--- config.mk ---
export PLATFORM = sky130hd
export DESIGN_NAME = morse_code_keyer_unit
export DESIGN_NICKNAME = d
export VERILOG_FILES = /design/src/rtl/mck_pkg.sv /design/src/rtl/morse_code_keyer_unit.sv
export VERILOG_INCLUDE_DIRS = /design/src /design/src/rtl
export SDC_FILE = /design/constraint.sdc
export NUM_CORES = 1
export LEC_CHECK = 0
export ABC_AREA = 1
export BUFFER_PORTS_ARGS = -buffer_cell sky130_fd_sc_hd__buf_2
export CORE_MARGIN = 4
export CORE_UTILIZATION = 45
export CTS_CLUSTER_DIAMETER = 80
export CTS_CLUSTER_SIZE = 25
export DETAILED_ROUTE_END_ITERATION = 12
export GPL_TIMING_DRIVEN = 1
export SLEW_MARGIN = 10
export SYNTH_ARGS = -nofsm -noshare
export SYNTH_HDL_FRONTEND = slang
export SYNTH_SLANG_ARGS = --single-unit
--- constraint.sdc ---
create_clock -name clk_i -period 4.4 [get_ports clk_i]
set_clock_uncertainty 0.2 [all_clocks]
set_input_delay 1.1 -clock clk_i [delete_from_list [all_inputs] [get_ports clk_i]]
set_output_delay 1.1 -clock clk_i [all_outputs]
set_load 0.005 [all_outputs]
--- src/rtl/assert_macros.svh ---
// ---------------------------------------------------------------------------
// Assertion macros
// Shared concurrent assertion helpers for the RTL; empty for synthesis.
// ---------------------------------------------------------------------------
`ifndef ASSERT_MACROS_SVH
`define ASSERT_MACROS_SVH

`ifndef SYNTHESIS
// An implication or plain property that holds on every clock edge out of reset.
`define ASSERT_PROP(label, clk, rstn, prop, msg) \
  label: assert property (@(posedge clk) disable iff (!(rstn)) (prop)) else $error(msg);
// A condition that must never be seen on a clock edge out of reset.
`define ASSERT_NEVER(label, clk, rstn, cond, msg) \
  label: assert property (@(posedge clk) disable iff (!(rstn)) !(cond)) else $error(msg);
`else
`define ASSERT_PROP(label, clk, rstn, prop, msg)
`define ASSERT_NEVER(label, clk, rstn, cond, msg)
`endif

`endif

--- src/rtl/mck_pkg.sv ---
// ---------------------------------------------------------------------------
// Morse keyer package
// Constants, phase codes, register indexes and the letter table.
// ---------------------------------------------------------------------------
`default_nettype none

package mck_pkg;

  // Counter and element limits.
  localparam int unsigned TICK_COUNT_BITS = 8;
  localparam int unsigned MAX_ELEMENTS    = 4;
  localparam int unsigned GAP_BITS        = 8;

  typedef logic [TICK_COUNT_BITS-1:0] tick_t;
  typedef logic [GAP_BITS-1:0]        gap_t;

  // Keyer phase codes.
  localparam logic [2:0] PH_IDLE = 3'd0;
  localparam logic [2:0] PH_MARK = 3'd1;
  localparam logic [2:0] PH_EGAP = 3'd2;
  localparam logic [2:0] PH_CGAP = 3'd3;
  localparam logic [2:0] PH_WGAP = 3'd4;

  // Configuration register indexes.
  localparam logic [1:0] REG_ELEMENT_GAP = 2'd0;
  localparam logic [1:0] REG_CHAR_GAP    = 2'd1;
  localparam logic [1:0] REG_WORD_GAP    = 2'd2;

  // Register reset values.
  localparam gap_t ELEMENT_GAP_RST = 8'd5;
  localparam gap_t CHAR_GAP_RST    = 8'd3;
  localparam gap_t WORD_GAP_RST    = 8'd7;

  // Character codes.
  localparam logic [7:0] CHAR_SPACE  = 8'h20;
  localparam logic [7:0] CASE_MASK   = 8'hDF;
  localparam logic [7:0] CHAR_UPPR_A = 8'h41;
  localparam logic [7:0] CHAR_UPPR_Z = 8'h5A;

  // Mark lengths in ticks.
  localparam gap_t DOT_TICKS  = 8'd1;
  localparam gap_t DASH_TICKS = 8'd3;

  localparam logic [31:0] TICK_MAX = 32'((64'd1 << TICK_COUNT_BITS) - 64'd1);

  // Saturate an 8-bit count into the tick counter width.
  function automatic tick_t clamp_ticks(input gap_t v);
    logic [31:0] wide;
    wide = {{(32-GAP_BITS){1'b0}}, v};
    if (wide > TICK_MAX) begin
      clamp_ticks = tick_t'(TICK_MAX);
    end else begin
      clamp_ticks = tick_t'(wide);
    end
  endfunction

  // Per letter: element count in the high nibble, pattern in the low nibble
  // (bit i is element i, a one is a dash).
  function automatic logic [7:0] letter_code(input logic [4:0] idx);
    case (idx)
      5'd0:    letter_code = 8'h22;
      5'd1:    letter_code = 8'h41;
      5'd2:    letter_code = 8'h45;
      5'd3:    letter_code = 8'h31;
      5'd4:    letter_code = 8'h10;
      5'd5:    letter_code = 8'h44;
      5'd6:    letter_code = 8'h33;
      5'd7:    letter_code = 8'h40;
      5'd8:    letter_code = 8'h20;
      5'd9:    letter_code = 8'h4E;
      5'd10:   letter_code = 8'h35;
      5'd11:   letter_code = 8'h42;
      5'd12:   letter_code = 8'h23;
      5'd13:   letter_code = 8'h21;
      5'd14:   letter_code = 8'h37;
      5'd15:   letter_code = 8'h46;
      5'd16:   letter_code = 8'h4B;
      5'd17:   letter_code = 8'h32;
      5'd18:   letter_code = 8'h30;
      5'd19:   letter_code = 8'h11;
      5'd20:   letter_code = 8'h34;
      5'd21:   letter_code = 8'h48;
      5'd22:   letter_code = 8'h36;
      5'd23:   letter_code = 8'h49;
      5'd24:   letter_code = 8'h4D;
      5'd25:   letter_code = 8'h43;
      default: letter_code = 8'h00;
    endcase
  endfunction

endpackage

`default_nettype wire

--- src/rtl/morse_code_keyer_unit.sv ---
// ---------------------------------------------------------------------------
// Morse code keyer
// Keys one lamp from character and tick items with configurable gaps.
// ---------------------------------------------------------------------------
// Usage:
// Items enter on the s_axis channel: s_axis_tuser is the operation (0 sends
// the character in s_axis_tdata, 1 is one time tick). Every input transfer
// gives exactly one result transfer on m_axis with the lamp level, the busy
// flag and whether a character was taken. A character that arrives while a
// letter or gap is still being timed is refused and changes nothing.
// The result of an item is presented in the cycle after its transfer.
// Throughput is one item per cycle; the next state is worked out by the
// decrement and table lookup between the state registers and the result
// register. When the receiver stalls, the result register holds and
// s_axis_tready drops until the result is taken.
// The cfg channel writes the three gap registers (index 0: element gap,
// 1: character gap, 2: word gap) and is always ready; write it only while
// the keyer is idle. Reset puts the keyer idle with the lamp dark, the gaps
// at 5, 3 and 7 ticks and no result pending.
// ---------------------------------------------------------------------------
`default_nettype none

`include "assert_macros.svh"

module morse_code_keyer_unit
  import mck_pkg::*;
(
  input  wire logic       clk_i,
  input  wire logic       rst_ni,
  // Input item channel
  input  wire logic       s_axis_tvalid,
  output logic            s_axis_tready,
  input  wire logic [7:0] s_axis_tdata,   // [7:0] char_code
  input  wire logic       s_axis_tuser,   // [0] operation
  // Result channel
  output logic            m_axis_tvalid,
  input  wire logic       m_axis_tready,
  output logic [7:0]      m_axis_tdata,   // [0] lamp_on, [1] busy_res, [2] accepted, rest 0
  // Configuration write channel
  input  wire logic       cfg_valid_i,
  output logic            cfg_ready_o,
  input  wire logic [1:0] cfg_index_i,
  input  wire logic [7:0] cfg_data_i
);

  // Configuration registers.
  gap_t element_gap_q, char_gap_q, word_gap_q;

  // Keyer state.
  logic [2:0] phase_q, phase_d;
  tick_t      ticks_q, ticks_d;
  logic [3:0] pattern_q, pattern_d;
  logic [2:0] left_q, left_d;

  // Result register.
  logic       out_valid_q;
  logic [2:0] out_data_q, out_data_d;

  logic       in_xfer;
  logic       taken;
  logic       do_after;
  logic [7:0] folded;
  logic [7:0] code;
  logic [3:0] len;
  logic [4:0] letter_idx;

  // Take a new item whenever the result register is free or being emptied.
  assign s_axis_tready = !out_valid_q || m_axis_tready;
  assign in_xfer       = s_axis_tvalid && s_axis_tready;
  assign cfg_ready_o   = 1'b1;

  // Case folding and letter lookup.
  assign folded     = s_axis_tdata & CASE_MASK;
  assign letter_idx = 5'(folded - CHAR_UPPR_A);
  assign code       = letter_code(letter_idx);

  // Element count limited to the longest supported letter.
  always_comb begin
    if (code[7:4] > 4'(MAX_ELEMENTS)) begin
      len = 4'(MAX_ELEMENTS);
    end else begin
      len = code[7:4];
    end
  end

  // Next state for one item.
  always_comb begin
    phase_d   = phase_q;
    ticks_d   = ticks_q;
    pattern_d = pattern_q;
    left_d    = left_q;
    taken     = 1'b0;
    do_after  = 1'b0;

    if (s_axis_tuser) begin
      // Tick: count down, and on expiry move to the following phase.
      if (phase_q != PH_IDLE) begin
        if (ticks_q > tick_t'(1)) begin
          ticks_d = ticks_q - tick_t'(1);
        end else begin
          ticks_d = '0;
          case (phase_q)
            PH_MARK: begin
              ticks_d = clamp_ticks(element_gap_q);
              if (ticks_d == '0) begin
                phase_d  = PH_IDLE;
                do_after = 1'b1;
              end else begin
                phase_d = PH_EGAP;
              end
            end
            PH_EGAP: begin
              do_after = 1'b1;
            end
            default: begin
              phase_d = PH_IDLE;
            end
          endcase
        end
      end
    end else if (phase_q == PH_IDLE) begin
      // Character while idle: a space, a letter, or anything else ignored.
      taken = 1'b1;
      if (s_axis_tdata == CHAR_SPACE) begin
        ticks_d = clamp_ticks(word_gap_q);
        phase_d = (ticks_d != '0) ? PH_WGAP : PH_IDLE;
      end else if (folded >= CHAR_UPPR_A && folded <= CHAR_UPPR_Z) begin
        if (len != '0) begin
          left_d    = 3'(len - 4'd1);
          ticks_d   = clamp_ticks(code[0] ? DASH_TICKS : DOT_TICKS);
          pattern_d = {1'b0, code[3:1]};
          phase_d   = PH_MARK;
        end
      end
    end

    // After an element gap: next mark, or the character gap.
    if (do_after) begin
      if (left_q != '0) begin
        left_d    = left_q - 3'd1;
        ticks_d   = clamp_ticks(pattern_q[0] ? DASH_TICKS : DOT_TICKS);
        pattern_d = {1'b0, pattern_q[3:1]};
        phase_d   = PH_MARK;
      end else begin
        ticks_d = clamp_ticks(char_gap_q);
        phase_d = (ticks_d != '0) ? PH_CGAP : PH_IDLE;
      end
    end

    out_data_d = {taken, (phase_d != PH_IDLE), (phase_d == PH_MARK)};
  end

  // Keyer state and result registers.
  always_ff @(posedge clk_i or negedge rst_ni) begin
    if (!rst_ni) begin
      phase_q     <= PH_IDLE;
      ticks_q     <= '0;
      pattern_q   <= '0;
      left_q      <= '0;
      out_valid_q <= 1'b0;
    end else begin
      if (in_xfer) begin
        phase_q     <= phase_d;
        ticks_q     <= ticks_d;
        pattern_q   <= pattern_d;
        left_q      <= left_d;
        out_valid_q <= 1'b1;
      end else if (m_axis_tready) begin
        out_valid_q <= 1'b0;
      end
    end
  end

  // Result payload.
  always_ff @(posedge clk_i) begin
    if (in_xfer) begin
      out_data_q <= out_data_d;
    end
  end

  // Gap registers; an index beyond the list is ignored.
  always_ff @(posedge clk_i or negedge rst_ni) begin
    if (!rst_ni) begin
      element_gap_q <= ELEMENT_GAP_RST;
      char_gap_q    <= CHAR_GAP_RST;
      word_gap_q    <= WORD_GAP_RST;
    end else if (cfg_valid_i && cfg_ready_o) begin
      case (cfg_index_i)
        REG_ELEMENT_GAP: element_gap_q <= cfg_data_i;
        REG_CHAR_GAP:    char_gap_q    <= cfg_data_i;
        REG_WORD_GAP:    word_gap_q    <= cfg_data_i;
        default:         ;
      endcase
    end
  end

  assign m_axis_tvalid = out_valid_q;
  assign m_axis_tdata  = {5'b0, out_data_q};

  // Checks on the keyer's own logic.
  `ASSERT_NEVER(a_busy_has_ticks, clk_i, rst_ni, (phase_q != PH_IDLE) && (ticks_q == '0), "active phase with empty tick counter")
  `ASSERT_PROP(a_xfer_gives_result, clk_i, rst_ni, in_xfer |=> m_axis_tvalid, "input transfer without result")
  `ASSERT_NEVER(a_lamp_implies_busy, clk_i, rst_ni, m_axis_tvalid && m_axis_tdata[0] && !m_axis_tdata[1], "lamp lit while not busy")

endmodule

`default_nettype wire

After elaboration in Yosys (flattened, before gate mapping) --
Memory sizes are Yosys's and may differ from the RTL's. Index checks and enable logic that the tools add are counted.
Storage, ports and cells: output and inout port bits 11, word-level logic and storage cells 104, flip-flop bits (word level) 46, input bits 24, bits in read-only memories 224, memories 1
Operators by class: magnitude comparators 4, reduce and logical (&&, ||, !) cells 21, muxes and demuxes 57, equality and inequality tests 7, add/subtract/negate cells 4
Memory list:
- (name not given) | words 32, width 7, rd ports 1, clocked after Yosys merged registers in 0, write ports 0, line mck_pkg.sv:60 | case (idx)
Operators with widths (count):
- $mux W8 | 19
- $mux W3 | 16
- $mux W4 | 8
- $reduce_bool A8 Y1 | 2
- $reduce_bool A3 Y1 | 4
- $reduce_bool A4 Y1 | 3
- $mux W2 | 5
- $eq A8 B6 Y1 const B | 1
- $ge A8 B7 Y1 const B | 1
- $gt A8 B1 Y1 const B | 1
- $le A8 B7 Y1 const B | 1
- $logic_not A8 Y1 | 1
- $sub A8 B1 Y8 const B | 1
- $mux W1 | 7
- $eq A3 B1 Y1 const B | 2
- $pmux W3 S2 | 1
- $reduce_and A2 Y1 | 3
- $sub A3 B1 Y3 const B | 2
- $reduce_and A5 Y1 | 1
- $sub A5 B1 Y5 const B | 1
- $gt A4 B3 Y1 const B | 1
- $eq A3 B2 Y1 const B | 1
- $logic_not A3 Y1 | 1
- $ne A3 B1 Y1 const B | 1
- 8 further kinds | 9

Longest topological paths before layout --
Gate-level depths: netlist of run 1.
word-level depth 17, mapped depth 22, mapped depth without buffers 22

Least setup slack after synthesis of run 1 --
OpenSTA, ideal clock, no wires.
path kind input-to-reg, from in s_axis_tdata[0], to reg ticks_q[2], slack 0.639 ns, required time 4.083 ns, library setup time 0.117 ns, stages 20, buffers on the path 0, arrival 3.445 ns, cells stage by stage clkinv_1 ha_1 inv_1 nand2_1 nand2_2 inv_2 nand2_2 nand2_1 o21ai_2 a21oi_1 a21oi_1 nand2_1 ha_1 ha_1 nand3_2 nand2_1 a21oi_4 inv_4 nand2_1 nand2_1
On the way: cells in the longest elaborated chain, start to end 7, elaborated cells between the ends (all ways) 16, classes of those cells 1 x add/sub; 3 x order compare; 1 x eq/ne; 5 x mux; 5 x reduce/logical; 1 x memory
Ends and longest elaborated chain:
- start, declared | line morse_code_keyer_unit.sv:33 | input wire logic [7:0] s_axis_tdata,
- $sub A5 B1 Y5 | line morse_code_keyer_unit.sv:74 | assign letter_idx = 5'(folded - CHAR_UPPR_A);
- $mem_v2 Z32 W7
- $gt A4 B3 Y1 | line morse_code_keyer_unit.sv:79 | if (code[7:4] > 4'(MAX_ELEMENTS)) begin
- $mux W4 | line morse_code_keyer_unit.sv:79
- $reduce_bool A4 Y1 | line morse_code_keyer_unit.sv:128 | if (len != '0) begin
- $reduce_bool A4 Y1 (no source line)
- $reduce_and A5 Y1 (no source line)
- end signal, assigned | line morse_code_keyer_unit.sv:164 | ticks_q <= ticks_d;
- end, declared | line morse_code_keyer_unit.sv:51 | tick_t ticks_q, ticks_d;
Several ways; a longest one is shown, not always the timed one. The select of a mux whose other input is x is not followed. A chain may end at the register's enable or synchronous reset.

Worst setup path in the final report of run 1 --
from in s_axis_tdata[0], to reg left_q[2]
On the way: cells in the longest elaborated chain, start to end 12, elaborated cells between the ends (all ways) 17, classes of those cells 2 x add/sub; 3 x order compare; 1 x eq/ne; 8 x mux; 2 x reduce/logical; 1 x memory
Ends and longest elaborated chain:
- $sub A5 B1 Y5 | line morse_code_keyer_unit.sv:74
- $mem_v2 Z32 W7
- $gt A4 B3 Y1 | line morse_code_keyer_unit.sv:79
- $mux W4 | line morse_code_keyer_unit.sv:79
- $sub A3 B1 Y3 or $reduce_bool A4 Y1 (tied branches) | line morse_code_keyer_unit.sv:129, morse_code_keyer_unit.sv:128
- $mux W3 | line morse_code_keyer_unit.sv:128
- $mux W3 | line morse_code_keyer_unit.sv:127 | end else if (folded >= CHAR_UPPR_A && folded <= CHAR_UPPR_Z) begin
- $mux W3 * | line morse_code_keyer_unit.sv:124 | if (s_axis_tdata == CHAR_SPACE) begin
- $mux W3 * | line morse_code_keyer_unit.sv:121 | end else if (phase_q == PH_IDLE) begin
- $mux W3 * | line morse_code_keyer_unit.sv:95 | if (s_axis_tuser) begin
- $mux W3 | line morse_code_keyer_unit.sv:139 | if (left_q != '0) begin
- $mux W3 * | line morse_code_keyer_unit.sv:138 | if (do_after) begin
- end signal, assigned | line morse_code_keyer_unit.sv:166 | left_q <= left_d;
- end, declared | line morse_code_keyer_unit.sv:53 | logic [2:0] left_q, left_d;
Mark *: on every way between the ends. The rest lies on a longest branch, timed or not.

==> results_dict.tcl, run 1 <==
set metrics [dict create \
    status "finished clean" \
    setup_violations 0 \
    p_seq_frac 0.362 \
    critPathTopFamily "simple AND/OR/NAND/NOR gates" \
    synth_cells 489 \
    synth.most_common_cell "nand2_1" \
    pwr-share-comb 0.480 \
    synthFlopType "dfrtp_1" \
    finish.instance_area_sq_mm 0.00372 \
    netlist_top_cells_area "dfrtp_1, nand2_1, o21ai_0" \
    synth_top_cell_area_share 0.262 \
    diodes 0 \
    p_leak_nw 1.97 \
    grt_max_degree 44 \
    r2r_setup_slack_ps 2100 \
    end_kind "register" \
    cts_buffer_depth 2 \
    switching_share 0.472 \
    hp-class "register to register" \
    post_cts_buffers 0 \
    drt_iter0_drc 169 \
    dpl.hpwl_mm 6.38 \
    irDropWorstVdd_uv 249 \
    slew_headroom 0.333 \
    worst_pin_slew_ps 1000 \
    globalplace.congestion 0.888 \
    drv_cap 0 \
    insertion_delay_ps 310 \
    startpoint_type "input port" \
    worst-path-buf-inv 5 \
    path_cells "buf_2, clkinv_1, ha_1, inv_1, nand2_1, nand2_2, inv_2, nand2_2, nand2_1, o21ai_2, a21oi_1, a21oi_1, nand2_1, ha_1, ha_1, inv_1, nand3_2, nor2_2, nand2_1, nand3_1, nand3_1, nand2_1" \
    tns_ps 0 \
    holdPathStages 2 \
    rsz0062_at_grt "no" \
    path_max_fanout 7 \
    clk_pin_slew_ps 100 \
    ys_seq_area_frac 0.342 \
    nets 552 \
    wirelength_mm 8.43 \
    yosysWarnings 0 \
    start_util 0.468 \
    syn_avg_cell_area_sq_um 7.02 \
    io_pins 35 \
    hold_ws_ps 288 \
    dieArea_sq_mm 0.00909 \
    fill_cells 745 \
    hold_viol 0 \
    use_met2 0.307 \
    reg2reg_to "out_data_q[1]$_DFFE_PP_" \
    grt_pass1_wl_mm 14.5 \
    area_growth_pct 8.49 \
    dpl_cell_area_sq_mm 0.00363 \
    overflow 0 \
    die_h_um 95.3 \
    crit_path_frequent_cell "nand2_1" \
    hold_start "left_q[0]$_DFFE_PN0P_" \
    clock-sinks 46 \
    synth_common_cells "nand2_1, o21ai_0, nand3_1" \
    rr_worst_depth 11 \
    fmax_mhz 263 \
    cts_tree "yes" \
    ctsResizeCount 0 \
    power.switching_mw 0.866 \
    cp.required_ps 4450 \
    synth_top_cell_by_area "dfrtp_1" \
    drtAntennaViolNets 0 \
    drc_errors 0 \
    async_reset_ff_frac 0.935 \
    holdPathEnd "left_q[0]$_DFFE_PN0P_" \
    vias 3189 \
    viasPerCell 5.19 \
    crit_arrival_ps 3850 \
    cts_max_level 2 \
    internal_power_mw 0.970 \
    min_period_ps 3800 \
    cp_slowest_cell "ha_1" \
    portBuffers 28 \
    cpPeakStageDelay_ps 280 \
    rows 31 \
    grt-busiest-layer "met2" \
    grt_pass1_vias 3005 \
    layout-drive-gt1-share 0.175 \
    antenna_found_initial 0 \
    use_met3 0.0324 \
    grt_usage 0.201 \
    synth.distinct_cells 39 \
    startpoint "s_axis_tdata[0]" \
    p_clk_frac 0.158 \
    timing.rr.start "ticks_q[0]$_DFFE_PN0P_" \
    min_period_over_period 0.864 \
    wl_per_cell_um 13.7 \
    syn_area_sq_mm 0.00343 \
    power.density_mw_per_mm2 493 \
    numCtsBuffers 5 \
    use_met1 0.301 \
    die_w_um 95.3 \
    first_pass_iters 5 \
    clockRootBuffer "clkbuf_8" \
    synth_edf_count 3 \
    worstSetupPathType "input port to register" \
    slew_violations 0 \
    ys_ff_latch 46 \
    cts.hold.buffers_added 0 \
    core_area_sq_mm 0.00733 \
]
## how the worst max path moves through the flow
stage / to / slack [ps] / cells after the start
final: left_q[2]$_DFFE_PN0P_ / 600 / 22
after global routing: left_q[2]$_DFFE_PN0P_ / 260 / 22
after CTS: left_q[2]$_DFFE_PN0P_ / 600 / 22
after detailed placement: ticks_q[3]$_DFFE_PN0P_ / 290 / 21
after global placement: left_q[2]$_DFFE_PN0P_ / 410 / 22
after floorplan: ticks_q[2]$_DFFE_PN0P_ / 640 / 20
## final cells by class
class	instances	area, sq um	share of cell area
inverters	53	206	0.0554
flip-flops and latches	46	1170	0.315
multi-input cells	379	1980	0.531
well taps	99	124	0.0333
clock inverters	3	26.3	0.00705
repair buffers	29	148	0.0396
clock buffers	5	68.8	0.0185
## worst min-delay path: stages, from the launching register on
cell     delay (ps)
dfrtp_1         350
nand2_1          50
nand2_1          60
## flip-flops by register name, indices dropped and copies added (netlist names)
| signal | count |
|---|---|
| pattern_q | 4 |
| char_gap_q | 8 |
| element_gap_q | 8 |
| m_axis_tvalid | 1 |
| word_gap_q | 8 |
| left_q | 3 |
| out_data_q | 3 |
| ticks_q | 8 |
| phase_q | 3 |
## routing by layer
metal	up-vias	share of wire
li1	1621	-
met1	1457	0.52
met2	104	0.42
met3	7	0.057
met4	0	0.0077
met5	-	0
## power groups by stage
stage / Sequential [mW] / Combinational [mW] / Clock (mW)
2_1_floorplan: 0.632 / 0.706 / 0
3_3_place_gp: 0.668 / 0.867 / 0
3_5_place_dp: 0.669 / 0.874 / 0
4_1_cts: 0.662 / 0.882 / 0.298
5_1_grt: 0.678 / 1.01 / 0.319
6_report: 0.664 / 0.882 / 0.290
## kinds of logic (layout without fill, tap and decap cells)
kind of cell	Yosys count	after routing	share of synthesized area
and+or+nand+nor	280	280	0.384
AOI/OAI and AO/OA	78	78	0.132
buffers and inverters	68	90	0.0864
DFF	46	46	0.342
adders and majority gates	14	14	0.0510
other	2	6	0.00219
xor gates and xnor gates	1	1	0.00255
## metrics by stage
step                utilization  worst slack (ps)  total power, mW  std cells
floorplan                     -               639             1.34        493
global placement          0.495               414             1.53        606
detailed placement        0.495               293             1.54        606
CTS                       0.508               600             1.84        614
global route              0.508               260             2.01        614
finish                    0.508               599             1.84        614
## cells in the final DEF (no fill, tap or decap), types with 2 or more instances in the layout
master / Yosys / layout
nor2_2: 3 / 3
buf_2: 3 / 28
clkbuf_8: 0 / 5
conb_1: 2 / 6
a21oi_1: 9 / 9
nor2_1: 36 / 36
nand2_4: 3 / 3
dfrtp_1: 36 / 36
o21ai_2: 6 / 6
nor2_4: 2 / 2
nand3b_1: 3 / 3
inv_1: 44 / 44
ha_1: 14 / 14
nand2_1: 157 / 157
o211ai_1: 5 / 5
nand3_2: 4 / 4
inv_4: 3 / 4
dfstp_2: 7 / 7
nor2_8: 3 / 3
inv_2: 5 / 5
o21ai_0: 51 / 51
nand2_2: 11 / 11
edfxtp_1: 3 / 3
nand4_1: 8 / 8
or2_2: 2 / 2
nand3_1: 46 / 46
No activity file was read; power rests on OpenSTA's default activity.
==> run 2: changes to the inputs <==
--- a/config.mk
+++ b/config.mk
@@ -8,6 +8,7 @@
 export LEC_CHECK = 0
 export ABC_AREA = 1
 export BUFFER_PORTS_ARGS = -buffer_cell sky130_fd_sc_hd__buf_2
+export CORE_ASPECT_RATIO = 0.8
 export CORE_MARGIN = 4
 export CORE_UTILIZATION = 45
 export CTS_CLUSTER_DIAMETER = 80
==> results_dict.tcl, run 2 (synthesized netlist as in run 1, its figures left out) <==
set metrics [dict create \
    cpPeakStageDelay_ps 270 \
    crit_path_frequent_cell "nand2_1" \
    portBuffers 28 \
    dpl.hpwl_mm 6.48 \
    multiInputGateArea_sq_mm 0.00198 \
    fill_cells 740 \
    cts_max_level 2 \
    nets 553 \
    holdPathStages 2 \
    hold_viol 0 \
    clock-sinks 46 \
    grt_usage 0.191 \
    ctsResizeCount 0 \
    min_period_over_period 0.878 \
    worstSetupPathType "input port to register" \
    grt_max_degree 44 \
    antenna_found_initial 0 \
    rr_worst_depth 11 \
    grt_pass1_vias 2769 \
    start_util 0.464 \
    diodes 0 \
    core_area_sq_mm 0.00739 \
    path_cells "buf_2, clkinv_1, ha_1, inv_1, nand2_1, nand2_2, inv_2, nand2_2, nand2_1, o21ai_2, a21oi_1, a21oi_1, nand2_1, ha_1, ha_1, inv_1, nand3_2, nor2_2, nand2_1, nand3_1, nand3_1, nand2_1" \
    crit_end "left_q[2]$_DFFE_PN0P_" \
    post_cts_buffers 0 \
    p_leak_nw 1.97 \
    startpoint "s_axis_tdata[0]" \
    crit_arrival_ps 3910 \
    fmax_mhz 259 \
    viasPerCell 5.10 \
    cp_slowest_cell "ha_1" \
    cts_buffer_depth 2 \
    hp-class "register to register" \
    cts.hold.buffers_added 0 \
    area_growth_pct 8.89 \
    drtAntennaViolNets 0 \
    numCtsBuffers 5 \
    grt_pass1_wl_mm 14.0 \
    power.density_mw_per_mm2 486 \
    seqCellArea_sq_mm 0.00117 \
    irDropWorstVdd_uv 207 \
    rsz0062_at_grt "no" \
    dieArea_sq_mm 0.00910 \
    clk_pin_slew_ps 90 \
    overflow 0 \
    setup_violations 0 \
    vias 3164 \
    die_w_um 106 \
    io_pins 35 \
    first_pass_iters 5 \
    startpoint_type "input port" \
    worst_pin_slew_ps 981 \
    end_kind "register" \
    wl_per_cell_um 13.5 \
    die_h_um 86.1 \
    rows 28 \
    status "finished clean" \
    tns_ps 0 \
    min_period_ps 3860 \
    hold_ws_ps 290 \
    layout_common_cells "nand2_1, o21ai_0, nand3_1" \
    cp.required_ps 4450 \
    path_max_fanout 7 \
    drv_cap 0 \
    wirelength_mm 8.36 \
    r2r_setup_slack_ps 2050 \
    clockRootBuffer "clkbuf_8" \
    insertion_delay_ps 310 \
    drt_iter0_drc 200 \
    slew_violations 0 \
    cts_tree "yes" \
    drc_errors 0 \
    globalplace.congestion 0.863 \
    layout-drive-gt1-share 0.176 \
    final_common_cell "nand2_1" \
    slew_headroom 0.346 \
    reg2reg_to "pattern_q[2]$_DFFE_PN0P_" \
    timing.rr.start "ticks_q[0]$_DFFE_PN0P_" \
]
run 2: worst max-delay path: cells and delay by family:
kind                       cells  cell delay, ps
and+or+nand+nor               11            1210
adders and majority gates      3             670
AOI/OAI and AO/OA              3             420
buffers and inverters          5             510
run 2: report_power, final:
part / switching [mW] / internal (mW)
Combinational: 0.579 / 0.302
Clock: 0.161 / 0.115
Sequential: 0.109 / 0.550
Total: 0.849 / 0.968
run 2: worst min path at each step:
stage,slack (ps),end,startpoint
finish,290,ticks_q[1]$_DFFE_PN0P_,ticks_q[1]$_DFFE_PN0P_
CTS,290,left_q[0]$_DFFE_PN0P_,left_q[0]$_DFFE_PN0P_
global placement,260,left_q[0]$_DFFE_PN0P_,left_q[0]$_DFFE_PN0P_
global route,320,left_q[0]$_DFFE_PN0P_,left_q[0]$_DFFE_PN0P_
detailed placement,260,left_q[0]$_DFFE_PN0P_,left_q[0]$_DFFE_PN0P_
floorplan,250,left_q[0]$_DFFE_PN0P_,left_q[0]$_DFFE_PN0P_
run 2: cell type report:
| type | count | area share |
|---|---|---|
| sequential | 46 | 0.314 |
| clock buffer | 5 | 0.0184 |
| inverter | 53 | 0.0552 |
| clock inverter | 3 | 0.00669 |
| tap | 105 | 0.0351 |
| multi-input combinational | 379 | 0.529 |
| timing repair buffer | 30 | 0.0415 |
run 2: metrics by stage:
step / setup slack [ps] / power (mW) / cell area (sq um) / utilization / cells
2_1_floorplan: 639 / 1.34 / 3450 / - / 493
3_3_place_gp: 423 / 1.54 / 3640 / 0.493 / 613
3_5_place_dp: 262 / 1.54 / 3640 / 0.493 / 613
4_1_cts: 580 / 1.82 / 3740 / 0.506 / 621
5_1_grt: 186 / 1.99 / 3740 / 0.506 / 621
6_report: 539 / 1.82 / 3740 / 0.506 / 621
run 2: per-layer routing:
metal	vias to the layer above	routed length (um)	GRT usage
met3	8	501	0.0278
met2	97	3250	0.256
met1	1426	4560	0.320
met4	0	53	0.0318
met5	-	0	0
li1	1633	-	-
==> run 3: changes to the inputs <==
--- a/config.mk
+++ b/config.mk
@@ -7,13 +7,13 @@
 export NUM_CORES = 1
 export LEC_CHECK = 0
 export ABC_AREA = 1
-export BUFFER_PORTS_ARGS = -buffer_cell sky130_fd_sc_hd__buf_2
 export CORE_ASPECT_RATIO = 0.8
 export CORE_MARGIN = 4
 export CORE_UTILIZATION = 45
 export CTS_CLUSTER_DIAMETER = 80
 export CTS_CLUSTER_SIZE = 25
 export DETAILED_ROUTE_END_ITERATION = 12
+export DONT_BUFFER_PORTS = 1
 export GPL_TIMING_DRIVEN = 1
 export SLEW_MARGIN = 10
 export SYNTH_ARGS = -nofsm -noshare
==> results_dict.tcl, run 3 (synthesized netlist as in run 1, its figures left out) <==
set metrics [dict create \
    die_w_um 106 \
    diodes 0 \
    ctsResizeCount 0 \
    drt_iter0_drc 197 \
    rows 28 \
    nets 525 \
    globalplace.congestion 0.894 \
    power.density_mw_per_mm2 495 \
    drc_errors 0 \
    hold_ws_ps 275 \
    path_max_fanout 7 \
    die_h_um 86.1 \
    post_cts_buffers 0 \
    clock-sinks 46 \
    antenna_found_initial 0 \
    cts_max_level 2 \
    grt_pass1_wl_mm 14.2 \
    path_cells "clkinv_1, ha_1, inv_1, nand2_1, nand2_2, inv_2, nand2_2, nand2_1, o21ai_2, a21oi_1, a21oi_1, nand2_1, ha_1, ha_1, inv_1, nand3_2, nor2_2, nand2_1, nand3_1, nand3_1, nand2_1" \
    dpl.hpwl_mm 6.48 \
    irDropWorstVdd_uv 188 \
    setup_violations 0 \
    cts.hold.buffers_added 0 \
    insertion_delay_ps 310 \
    vias 3124 \
    fmax_mhz 272 \
    drtAntennaViolNets 0 \
    crit_path_frequent_cell "nand2_1" \
    multiInputGateArea_sq_mm 0.00198 \
    wl_per_cell_um 14.1 \
    grt_usage 0.193 \
    area_growth_pct 4.81 \
    dp_slack_ps 436 \
    critPathTopFamily "simple AND/OR/NAND/NOR gates" \
    portBuffers 0 \
    clockRootBuffer "clkbuf_8" \
    min_period_ps 3680 \
    cts_tree "yes" \
    worst-path-buf-inv 4 \
    cts_buffer_depth 2 \
    hp-class "input port to async pin" \
    clk_pin_slew_ps 90 \
    grt_pass1_vias 2823 \
    fill_cells 764 \
    tns_ps 0 \
    status "finished clean" \
    layout_setup_ws_ps 722 \
    grt_max_degree 44 \
    cp.required_ps 4440 \
    seqCellArea_sq_mm 0.00117 \
    layout-drive-gt1-share 0.129 \
    startpoint_type "input port" \
    io_pins 35 \
    numCtsBuffers 5 \
    dieArea_sq_mm 0.00910 \
    slew_headroom 0.622 \
    layout_common_cells "nand2_1, o21ai_0, nand3_1" \
    first_pass_iters 5 \
    end_kind "register" \
    drv_cap 0 \
    worst_pin_slew_ps 566 \
    final_common_cell "nand2_1" \
    worstSetupPathType "input port to register" \
    slew_violations 0 \
    p_leak_nw 1.86 \
    cp_slowest_cell "ha_1" \
    crit_arrival_ps 3720 \
    rsz0062_at_grt "no" \
    cpPeakStageDelay_ps 280 \
    start_util 0.464 \
    viasPerCell 5.27 \
    wirelength_mm 8.37 \
    min_period_over_period 0.836 \
    overflow 0 \
    core_area_sq_mm 0.00739 \
    hold_viol 0 \
]
run 3: worst paths after layout:
kind / from / end / slack [ps] / cells after the start
setup / recovery: s_axis_tdata[0] / left_q[1]$_DFFE_PN0P_ / 720 / 21
setup reg to reg: ticks_q[0]$_DFFE_PN0P_ / pattern_q[2]$_DFFE_PN0P_ / 2090 / 11
hold / removal: rst_ni / phase_q[1]$_DFFE_PN0P_ / 280 / 0
max in group asynchronous: rst_ni / char_gap_q[1]$_DFFE_PN1P_ / 3530 / 0
hold reg to reg: left_q[0]$_DFFE_PN0P_ / left_q[0]$_DFFE_PN0P_ / 290 / 2
min in group clk_i: left_q[0]$_DFFE_PN0P_ / left_q[0]$_DFFE_PN0P_ / 290 / 2
run 3: through the flow:
| step | std cells | power, mW | utilization | cell area, sq um |
|---|---|---|---|---|
| after floorplan | 493 | 1.34 | - | 3450 |
| after global placement | 585 | 1.50 | 0.474 | 3500 |
| after detailed placement | 585 | 1.51 | 0.474 | 3500 |
| after CTS | 593 | 1.79 | 0.487 | 3600 |
| after global routing | 593 | 1.96 | 0.487 | 3600 |
| final | 593 | 1.78 | 0.487 | 3600 |
run 3: final cells by class:
class	instances	area share
Tap cell	105	0.0365
Sequential cell	46	0.326
Timing Repair Buffer	2	0.00417
Multi-Input combinational cell	379	0.549
Clock buffer	5	0.0191
Clock inverter	3	0.00695
Inverter	53	0.0574
run 3: power by group:
part / leakage, nW / switching (mW) / internal, mW
registers: 0.566 / 0.110 / 0.551
clock network: 0.0447 / 0.158 / 0.115
logic: 1.24 / 0.559 / 0.289
run 3: metal layers:
layer	vias to the layer above	share of wire	track usage
li1	1570	-	-
met1	1454	0.54	0.319
met2	93	0.39	0.259
met3	7	0.066	0.0339
met4	0	0.0079	0.0353
met5	-	0	0
